[config.mk]
export PLATFORM = sky130hd
export DESIGN_NAME = mbd_lane
export DESIGN_NICKNAME = d
export VERILOG_FILES = /design/src/sv/assert_macros.svh /design/src/sv/mbd_pkg.sv /design/src/sv/mbd_lane.sv
export SDC_FILE = /design/constraint.sdc
export NUM_CORES = 1
export LEC_CHECK = 0
export BUFFER_PORTS_ARGS = -buffer_cell sky130_fd_sc_hd__buf_2
export CORE_UTILIZATION = 53
export CTS_CLUSTER_DIAMETER = 200
export DETAILED_ROUTE_END_ITERATION = 10
export PLACE_DENSITY = 0.85
export SLEW_MARGIN = 0
export SYNTH_ARGS = -nofsm -noshare
export SYNTH_HDL_FRONTEND = slang
export SYNTH_SLANG_ARGS = --single-unit
[constraint.sdc]
create_clock -name clk -period 3.5 [get_ports clk]
set_input_delay 0.175 -clock clk [delete_from_list [all_inputs] [get_ports clk]]
set_output_delay 0.175 -clock clk [all_outputs]
set_load 0.05 [all_outputs]
[src/sv/assert_macros.svh]
// Assertion macros used by the top-level RTL file of the mipmap downsampler.
`ifndef ASSERT_MACROS_SVH
`define ASSERT_MACROS_SVH

// Checks a property at every clock edge outside of reset.
`define MBD_ASSERT(lbl, prop, msg) \
  lbl: assert property (@(posedge clk) disable iff (!rst_n) (prop)) else $error(msg);

// Checks that a condition holds in the cycle after a trigger.
`define MBD_ASSERT_NEXT(lbl, trig, cons, msg) \
  lbl: assert property (@(posedge clk) disable iff (!rst_n) (trig) |=> (cons)) else $error(msg);

`endif

[src/sv/mbd_pkg.sv]
// Shared types and constants of the mipmap box downsampler.
package mbd_pkg;

  localparam int CH_W      = 8;
  localparam int SUM_W     = CH_W + 1;
  localparam int NUM_CH    = 3;
  localparam int PIX_W     = NUM_CH * CH_W;
  localparam int LINE_W    = NUM_CH * SUM_W;
  localparam int CFG_W     = 13;
  localparam int CFG_IDX_W = 1;

  localparam logic [CFG_IDX_W-1:0] REG_SRC_WIDTH  = 1'b0;
  localparam logic [CFG_IDX_W-1:0] REG_SRC_HEIGHT = 1'b1;

  localparam logic [CFG_W-1:0] SIZE_RESET = 13'd256;

  // Position flags of one pixel as it moves from the input stage to the averaging stage.
  typedef struct packed {
    logic odd_col;
    logic odd_row;
    logic last_col;
    logic last_row;
    logic emit;
  } ctl_t;

endpackage

[src/sv/mbd_lane.sv]
// One color channel: horizontal pair sum, then the 2x2 floor average.
module mbd_lane (
  input  logic                      clk,
  input  logic                      load,
  input  logic [mbd_pkg::CH_W-1:0]  pix,
  input  logic [mbd_pkg::CH_W-1:0]  held,
  input  logic                      odd_col,
  input  logic [mbd_pkg::SUM_W-1:0] line_sum,
  input  mbd_pkg::ctl_t             ctl,
  output logic [mbd_pkg::SUM_W-1:0] sum_nxt,
  output logic [mbd_pkg::CH_W-1:0]  avg
);
  import mbd_pkg::*;

  logic [SUM_W-1:0] sum_r;
  logic [SUM_W:0]   total;

  // A pair on an odd column adds the held left pixel; a lone pixel stands alone.
  assign sum_nxt = odd_col ? ({1'b0, held} + {1'b0, pix}) : {1'b0, pix};

  always_ff @(posedge clk) begin
    if (load) begin
      sum_r <= sum_nxt;
    end
  end

  assign total = {1'b0, line_sum} + {1'b0, sum_r};

  always_comb begin
    if (ctl.odd_row) begin
      avg = ctl.odd_col ? total[SUM_W:2] : total[SUM_W-1:1];
    end else begin
      avg = ctl.odd_col ? sum_r[SUM_W-1:1] : sum_r[CH_W-1:0];
    end
  end

endmodule

* Word-level counts from Yosys, hierarchy flattened *
Index checks and enable logic that the tools add are counted.

storage, ports and cells
  flip-flop bits (word level) = 9
  input bits = 33
  output and inout bits = 17
  word-level logic and storage cells = 7

cells by class
  add/subtract/negate cells = 2
  multiplexer cells = 4

operator list
  kind                                     number
  8-bit two-way mux                        3
  9-bit by 9-bit adder with 10-bit output  1
  8-bit by 8-bit adder with 9-bit output   1
  9-bit two-way mux                        1

* Logic depth before layout (Yosys ltp) *
Gate-level depths: netlist of run 1.

  depth after elaboration = 3
  depth in mapped cells = 7
  gate-level depth less buffers = 7

* Worst setup path before layout of run 1 *
OpenSTA, ideal clock, no wires.

  kind = input port to flip-flop
  start point = input port pix[0] (netlist name)
  end point = register sum_r[6] (data pin)
  setup time = 431 ps
  arrival = 2613 ps
  required time = 3069 ps
  path slack = 456 ps
  stages on the path = 7
  buffers on the path = 0
  cells stage by stage = ha_1 > fa_1 > a21o_1 > a21oi_1 > o21ai_1 > and3b_1 > o31ai_1

between the ends
  longest elaborated chain between the ends = 2

ends and longest elaborated chain
  what                                    RTL line        source
  start: declaration                      mbd_lane.sv:5   input logic [mbd_pkg::CH_W-1:0] pix,
  8-bit by 8-bit adder with 9-bit output  mbd_lane.sv:19  assign sum_nxt = odd_col ? ({1'b0, held} + {1'b0, pix}) : {1'b0, pix};
  9-bit two-way mux                       mbd_lane.sv:19
  via sum_nxt (one bit)                   mbd_lane.sv:10  output logic [mbd_pkg::SUM_W-1:0] sum_nxt,
  end signal: assignment                  mbd_lane.sv:23  sum_r <= sum_nxt;
  end: declaration                        mbd_lane.sv:15  logic [SUM_W-1:0] sum_r;

The timed path passes the listed nets, and every way through them passes these cells.
A chain may end at the register's enable or synchronous reset.

* Worst setup path in the final report of run 1 *
  start point = register sum_r[0]
  end point = output port avg[5] (netlist name)

between the ends
  longest elaborated chain between the ends = 3

ends and longest elaborated chain
  what                                     RTL line        source
  9-bit by 9-bit adder with 10-bit output  mbd_lane.sv:27  assign total = {1'b0, line_sum} + {1'b0, sum_r};
  8-bit two-way mux                        mbd_lane.sv:31  avg = ctl.odd_col ? total[SUM_W:2] : total[SUM_W-1:1];
  8-bit two-way mux                        mbd_lane.sv:30  if (ctl.odd_row) begin
  end: declaration                         mbd_lane.sv:11  output logic [mbd_pkg::CH_W-1:0] avg

Every way passes these cells.

==> summary.md, run 1 <==
| Metric | Value |
|---|---|
| Status | `complete, no violations` |
| Final max-slew violation count | `0` |
| Max Cap Viol | `0` |
| Grt total ovfl | `0` |
| Share of cells above drive strength 1 | `between 30% and 40%` |
| Sequential power share | `about 23%` |
| Synthesis-to-layout area growth | `21.7%` |
| DRC violations left | `0` |
| Worst path cell trace | `and2_1 -> fa_1 -> a211oi_2 -> o21ai_1 -> and2_1 -> a2111oi_0 -> a21oi_2 -> buf_2` |
| Setup TNS | `0 ns` |
| Async SR Flop Fraction | `0%` |
| Syn_area_per_cell | `9.27 um2` |
| Unrepaired setup endpoints after global routing | `false` |
| Die Ht | `51.3 um` |
| First-pass GRT wire length | `5180 um` |
| Seq/Total Area, Yosys | `21.0%` |
| Max_slew headroom | `55.8%` |
| Htree depth | `1` |
| Crit path launch type | `flip-flop` |
| Crit path capture type | `output pin` |
| Synth cell types | `43` |
| Yosys top cell area share | `21.0%` |
| Largest regs | `sum_r x9` |
| Setup Fix Bufs, Post-CTS | `0` |
| Tcrit/Tclk final | `80.3%` |
| Initial antenna violation count | `0` |
| Leak Pwr | `0.724 nW` |
| Endpoints failing setup | `0` |
| Vias | `between 1000 and 1500` |
| Synthesized Nets | `190` |
| Number of global-route vias before repair | `about 1300` |
| Biggest register | `sum_r` |
| Worst Hold End | `sum_r[6]` |
| Final ANT Viol Nets | `0` |
| ANT cells | `0` |
| Clock root buffer | `clkbuf_4` |
| P_sw | `0.316 mW` |
| Initial Utilization | `57.2%` |
| Syn. warnings | `0` |
| Hold Fails Final Rpt | `0` |
| Io pins | `50` |
| HPWL after detailed placement | `approximately 2500 um` |
| Internal power | `0.320 mW` |
| Slew @ Worst Pin | `0.646 ns` |
| Final WS setup | `around 0.69 ns` |
| Top post-synthesis cells by area | `edfxtp_1 21%, ha_1 16%, mux2i_1 4.7%, a21oi_1 3.9%, mux2_2 3.5%` |
| CTS Sinks | `9` |
| Synth Flop Type | `edfxtp_1` |
| Post-Synthesis Cell Area | `1290 um2` |
| CTS hold repair buffers | `0` |
| Die width | `51.3 um` |
| Hold path depth | `3` |
| Hold WC Path Type | `primary input to flip-flop` |
| TritonCTS Buffers | `3` |
| Most frequent cell after synthesis | `ha_1` |
| Kind of cell adding the most delay to the critical path | `compound AO/OA/AOI/OAI gates` |
| PwrDens | `between 400 and 500 nW/um2` |
| Cell mode on critical path | `and2_1` |
| Post-synth EDFFs | `9` |
| Fin crit period | `2.81 ns` |
| Post-cts resize count | `0` |
| CP Class | `flip-flop to output pin` |
| Switching part of the total | `49.7%` |
| Final Net Count | `about 240` |
| FF+latch count, synth | `9` |
| Worst EP required | `3.32 ns` |
| Biggest area consumer among synthesized cells | `edfxtp_1` |
| Top post-synthesis cells by count | `16 x ha_1, 10 x a21oi_1, 9 x edfxtp_1, 9 x nor2_1, 8 x nand2_1` |
| Largest net degree at the start of global routing | `16` |
| Fmax | `356 MHz` |
| All-layer global routing usage | `25.7%` |
| Critical path depth | `8` |
| Clock share of power | `between 10% and 20%` |
| Hold Crit Start | `pix[6]` |
| GP Congestion | `0.910` |
| VDD IR max | `0.251 mV` |
| Row count | `17` |
| Syn Inst Count | `139` |
| Full die area | `2630 um2` |
| Placed cell areas | `1540 um2` |
| Port Buffers | `46` |
| Clk buf depth | `2` |
| Routed vias/inst | `6.02` |
| First-pass DRT Iterations | `4` |
| Detailed Route WL | `2920 um` |
| Fin Hold WS | `~0.27 ns` |
| Filler cell count in the final layout | `201` |
| Core area | `2250 um2` |
| Logic pwr share | `~65%` |
| Number of DRC markers in iteration 0 | `28` |
| DP Worst Slack | `0.985 ns` |
| Worst Path Buf+Inv | `1` |
| Number of flip-flops in the largest register | `9` |
| CP max stage cell | `a2111oi_0` |
| Critical path fanouts, max | `3` |
| Final instance area | `1570 um2` |
| Routed WL per cell | `13.7 um` |
| CP arrival | `between 2 and 3 ns` |
| Clk pin slew, worst setup/hold paths | `0.06 ns` |
| CTS tree | `done` |
| Slowest cell delay on critical path | `0.51 ns` |
## how the worst max path moves through the flow
stage / slack (ns) / endpoint / start
finish: 0.69 / avg[5] / sum_r[0]
CTS: 0.69 / avg[5] / sum_r[0]
detailed placement: 0.98 / avg[5] / sum_r[0]
global route: 0.51 / avg[5] / sum_r[0]
global placement: 1.03 / avg[4] / sum_r[0]
floorplan: 0.46 / sum_r[6] / pix[0]
## per-layer routing
layer	up-vias	GRT usage [%]	share of wire, %
met1	606	28.2	41
met5	-	0	0
met3	4	1.79	4.5
met2	40	51.1	54
met4	0	8.56	1.2
li1	639	-	-
## final cells by class
cell class / instances / area, um2 / area share, %
sequential: 9 / 270 / 17.2
tap: 28 / 35.0 / 2.23
inverter: 6 / 22.5 / 1.44
clock buffer: 4 / 26.3 / 1.67
timing repair buffer: 46 / 230 / 14.7
multi-input combinational: 121 / 985 / 62.8
## power by group through the flow
stage          Clock, mW  Sequential, mW  Combinational (mW)
2_1_floorplan          0           0.144               0.326
3_3_place_gp           0           0.146               0.399
3_5_place_dp           0           0.147               0.414
4_1_cts           0.0787           0.145               0.415
5_1_grt           0.0822           0.146               0.452
6_report          0.0747           0.145               0.416
## stage by stage
step | util (%) | power (mW) | std cells
after floorplan | - | 0.469 | 139
after global placement | 68.4 | 0.545 | 210
after detailed placement | 68.4 | 0.561 | 210
after CTS | 69.6 | 0.638 | 214
after global routing | 69.6 | 0.680 | 214
final | 69.6 | 0.635 | 214
## layout by cell type (no fill, tap or decap), drive strengths merged, types with 3 or more instances in the layout
cell,netlist,layout
mux2i,6,6
xnor2,5,5
mux2,4,4
a2111oi,4,4
buf,1,46
nor2b,5,5
nor2,9,9
a211oi,4,4
a21o,5,5
a21oi,12,12
clkbuf,2,4
inv,6,6
o21ai,6,6
xor2,3,3
edfxtp,9,9
nand2,8,8
ha,16,16
## cell families (layout without fill, tap and decap cells)
kind of cell	after synthesis	after routing	share of synthesized area [%]
AO/OA/AOI/OAI	45	45	25.0
XOR/XNOR	8	8	5.44
multiplexers	12	12	11.7
AND/OR/NAND/NOR	38	38	15.6
adder cells (fa/ha/maj)	18	18	18.6
flip-flops	9	9	21.0
buffers and inverters	9	56	2.62
(Power assumes the default switching activity.)
==> inputs of run 2 (changes only) <==
--- a/config.mk
+++ b/config.mk
@@ -6,10 +6,11 @@
 export NUM_CORES = 1
 export LEC_CHECK = 0
 export BUFFER_PORTS_ARGS = -buffer_cell sky130_fd_sc_hd__buf_2
-export CORE_UTILIZATION = 53
+export CORE_ASPECT_RATIO = 2
+export CORE_UTILIZATION = 49
 export CTS_CLUSTER_DIAMETER = 200
 export DETAILED_ROUTE_END_ITERATION = 10
-export PLACE_DENSITY = 0.85
+export PLACE_DENSITY = 0.79
 export SLEW_MARGIN = 0
 export SYNTH_ARGS = -nofsm -noshare
 export SYNTH_HDL_FRONTEND = slang
==> constraint.sdc (replaced) <==
create_clock -name clk -period 2.95 [get_ports clk]
set_input_delay 0.1475 -clock clk [delete_from_list [all_inputs] [get_ports clk]]
set_output_delay 0.1475 -clock clk [all_outputs]
set_load 0.05 [all_outputs]
==> run 2 against run 1 <==
Effect of this change:
- clock power grew 90%
- die area grew 8.3%
- core utilization shrank 6.8 points
- critical path depth is the same
- via count grew 0.54%
- sequential power grew 19%
- hold slack lost 0.024 ns
- design area grew 1.5%
- first-iteration DRC count shrank 7.1%
- combinational power grew 19%
- worst setup slack lost 0.49 ns
- largest cell class unchanged
- largest power group unchanged
- highest routed layer unchanged
==> summary.md, run 2 (same netlist as run 1, synthesis figures left out) <==
| Metric | Value |
|---|---|
| Final Net Count | `238 (unchanged)` |
| Worst path cell trace | `and2_1 -> fa_1 -> a211oi_2 -> o21ai_1 -> a21oi_2 -> xnor2_1 -> mux4_2 -> buf_2` |
| Internal power | `0.423 mW (+32%)` |
| Slowest cell delay on critical path | `0.45 ns (-0.06 ns)` |
| DRC violations left | `0 (unchanged)` |
| Clk pin slew, worst setup/hold paths | `0.05 ns (about the same)` |
| CTS hold repair buffers | `0 (unchanged)` |
| Max_slew headroom | `39.1% (-17 points)` |
| Die width | `38.3 um (-25%)` |
| Final ANT Viol Nets | `0 (unchanged)` |
| Filler cell count in the final layout | `236 (+17%)` |
| Initial antenna violation count | `0 (unchanged)` |
| Number of DRC markers in iteration 0 | `26 (-7.1%)` |
| Full die area | `2850 um2 (+8.3%)` |
| Grt total ovfl | `0 (unchanged)` |
| Core area | `2540 um2 (+13%)` |
| TritonCTS Buffers | `3 (unchanged)` |
| Hold WC Path Type | `primary input to flip-flop` |
| Most frequent cells in the layout | `46 x buf_2, 16 x ha_1, 10 x a21oi_1, 9 x nor2_1, 9 x edfxtp_1` |
| Largest regs | `sum_r x9` |
| HPWL after detailed placement | `2660 um (+7.6%)` |
| Finished Layout Cells | `214 (unchanged)` |
| Biggest register | `sum_r` |
| Port Buffers | `46 (unchanged)` |
| Final max-slew violation count | `0 (unchanged)` |
| Fin crit period | `2.76 ns` |
| CP max stage cell | `mux4_2` |
| Setup TNS | `0 ns (unchanged)` |
| Endpoints failing setup | `0 (unchanged)` |
| Fmax | `363 MHz` |
| Row count | `26 (+9)` |
| Slew @ Worst Pin | `0.891 ns (+0.245 ns)` |
| Status | `complete, no violations` |
| Most common cell after layout, fill and taps aside | `buf_2` |
| First-pass GRT wire length | `4680 um (-9.7%)` |
| Htree depth | `1 (unchanged)` |
| Clk buf depth | `2 (unchanged)` |
| CTS Sinks | `9 (unchanged)` |
| Register area | `270 um2 (unchanged)` |
| Initial Utilization | `50.8% (-6.4 points)` |
| Final instance area | `1590 um2 (+1.5%)` |
| Worst EP required | `2.80 ns (-0.52 ns)` |
| First-pass DRT Iterations | `4 (unchanged)` |
| All-layer global routing usage | `22.9% (-2.8 points)` |
| Crit path launch type | `flip-flop` |
| Largest net degree at the start of global routing | `16 (unchanged)` |
| Setup Fix Bufs, Post-CTS | `0 (unchanged)` |
| Synthesis-to-layout area growth | `23.6%` |
| Clock share of power | `17.5% (+5.7 points)` |
| CP Class | `flip-flop to output pin` |
| Share of cells above drive strength 1 | `32.3% (+0.54 points)` |
| Max Cap Viol | `0 (unchanged)` |
| Kind of cell adding the most delay to the critical path | `compound AO/OA/AOI/OAI gates` |
| Critical path fanouts, max | `3 (unchanged)` |
| P_sw | `0.384 mW (+22%)` |
| Placed cell areas | `1550 um2 (+0.32%)` |
| Number of flip-flops in the largest register | `9 (unchanged)` |
| CTS tree | `done` |
| Detailed Route WL | `3070 um (+4.9%)` |
| Worst Path Buf+Inv | `1 (unchanged)` |
| Switching part of the total | `47.6% (-2.1 points)` |
| Tcrit/Tclk final | `between 90 and 100%` |
| PwrDens | `507 nW/um2 (+25%)` |
| Unrepaired setup endpoints after global routing | `false` |
| Crit path capture type | `output pin` |
| Logic pwr share | `61.1% (-4.3 points)` |
| Critical path depth | `8 (unchanged)` |
| Die Ht | `74.5 um (+45%)` |
| Hold Fails Final Rpt | `0 (unchanged)` |
| Hold path depth | `3 (unchanged)` |
| Placed cells | `210 (unchanged)` |
| ANT cells | `0 (unchanged)` |
| Area of the multi-input gates | `990 um2 (+0.51%)` |
| Number of global-route vias before repair | `1249 (-3.4%)` |
| Vias | `1296 (+0.54%)` |
| VDD IR max | `0.314 mV (+25%)` |
| CP arrival | `2.61 ns (-0.03 ns)` |
| Routed WL per cell | `14.3 um (+4.9%)` |
| Sequential power share | `21.4% (-1.4 points)` |
| Io pins | `50 (unchanged)` |
| Post-cts resize count | `0 (unchanged)` |
| Routed vias/inst | `6.06 (+0.54%)` |
| GP Congestion | `0.727 (-20%)` |
| Leak Pwr | `0.733 nW (+1.2%)` |
| Clock root buffer | `clkbuf_8` |
run 2: per-stage QoR:
stage	setup slack, ns	hold WS [ns]	utilization (%)	total power [mW]
after CTS	0.188	0.244	62.8	0.807
final	0.195	0.245	62.8	0.808
after global routing	0.0595	0.265	62.8	0.854
after global placement	0.471	0.474	61.0	0.651
after floorplan	0.413	0.260	-	0.558
after detailed placement	0.428	0.471	61.0	0.667
run 2: power by group through the flow:
stage | logic (mW) | clock network, mW | registers [mW]
after floorplan | 0.388 | 0 | 0.171
after global placement | 0.478 | 0 | 0.173
after detailed placement | 0.492 | 0 | 0.174
after CTS | 0.493 | 0.142 | 0.172
after global routing | 0.531 | 0.150 | 0.173
final | 0.493 | 0.142 | 0.173
run 2: worst paths after layout:
path	startpoint	to	slack (ns)
setup / recovery	sum_r[0]	avg[4]	0.19
hold / removal	pix[6]	sum_r[6]	0.25
run 2: cell type report:
| cell class | count | share of cell area [%] |
|---|---|---|
| Clock buffer | 4 | 2.83 |
| Inverter | 6 | 1.41 |
| Multi-Input combinational cell | 121 | 62.1 |
| Sequential cell | 9 | 17.0 |
| Tap cell | 28 | 2.20 |
| Timing Repair Buffer | 46 | 14.5 |
run 2: layer usage:
metal  global-route usage, %  vias to the layer above  wire length, um
met1                    17.3                      601             1020
met2                    46.5                       47             1810
met3                    3.28                       12              116
met4                    15.1                        0              122
li1                        -                      636                -
met5                       0                        -                0
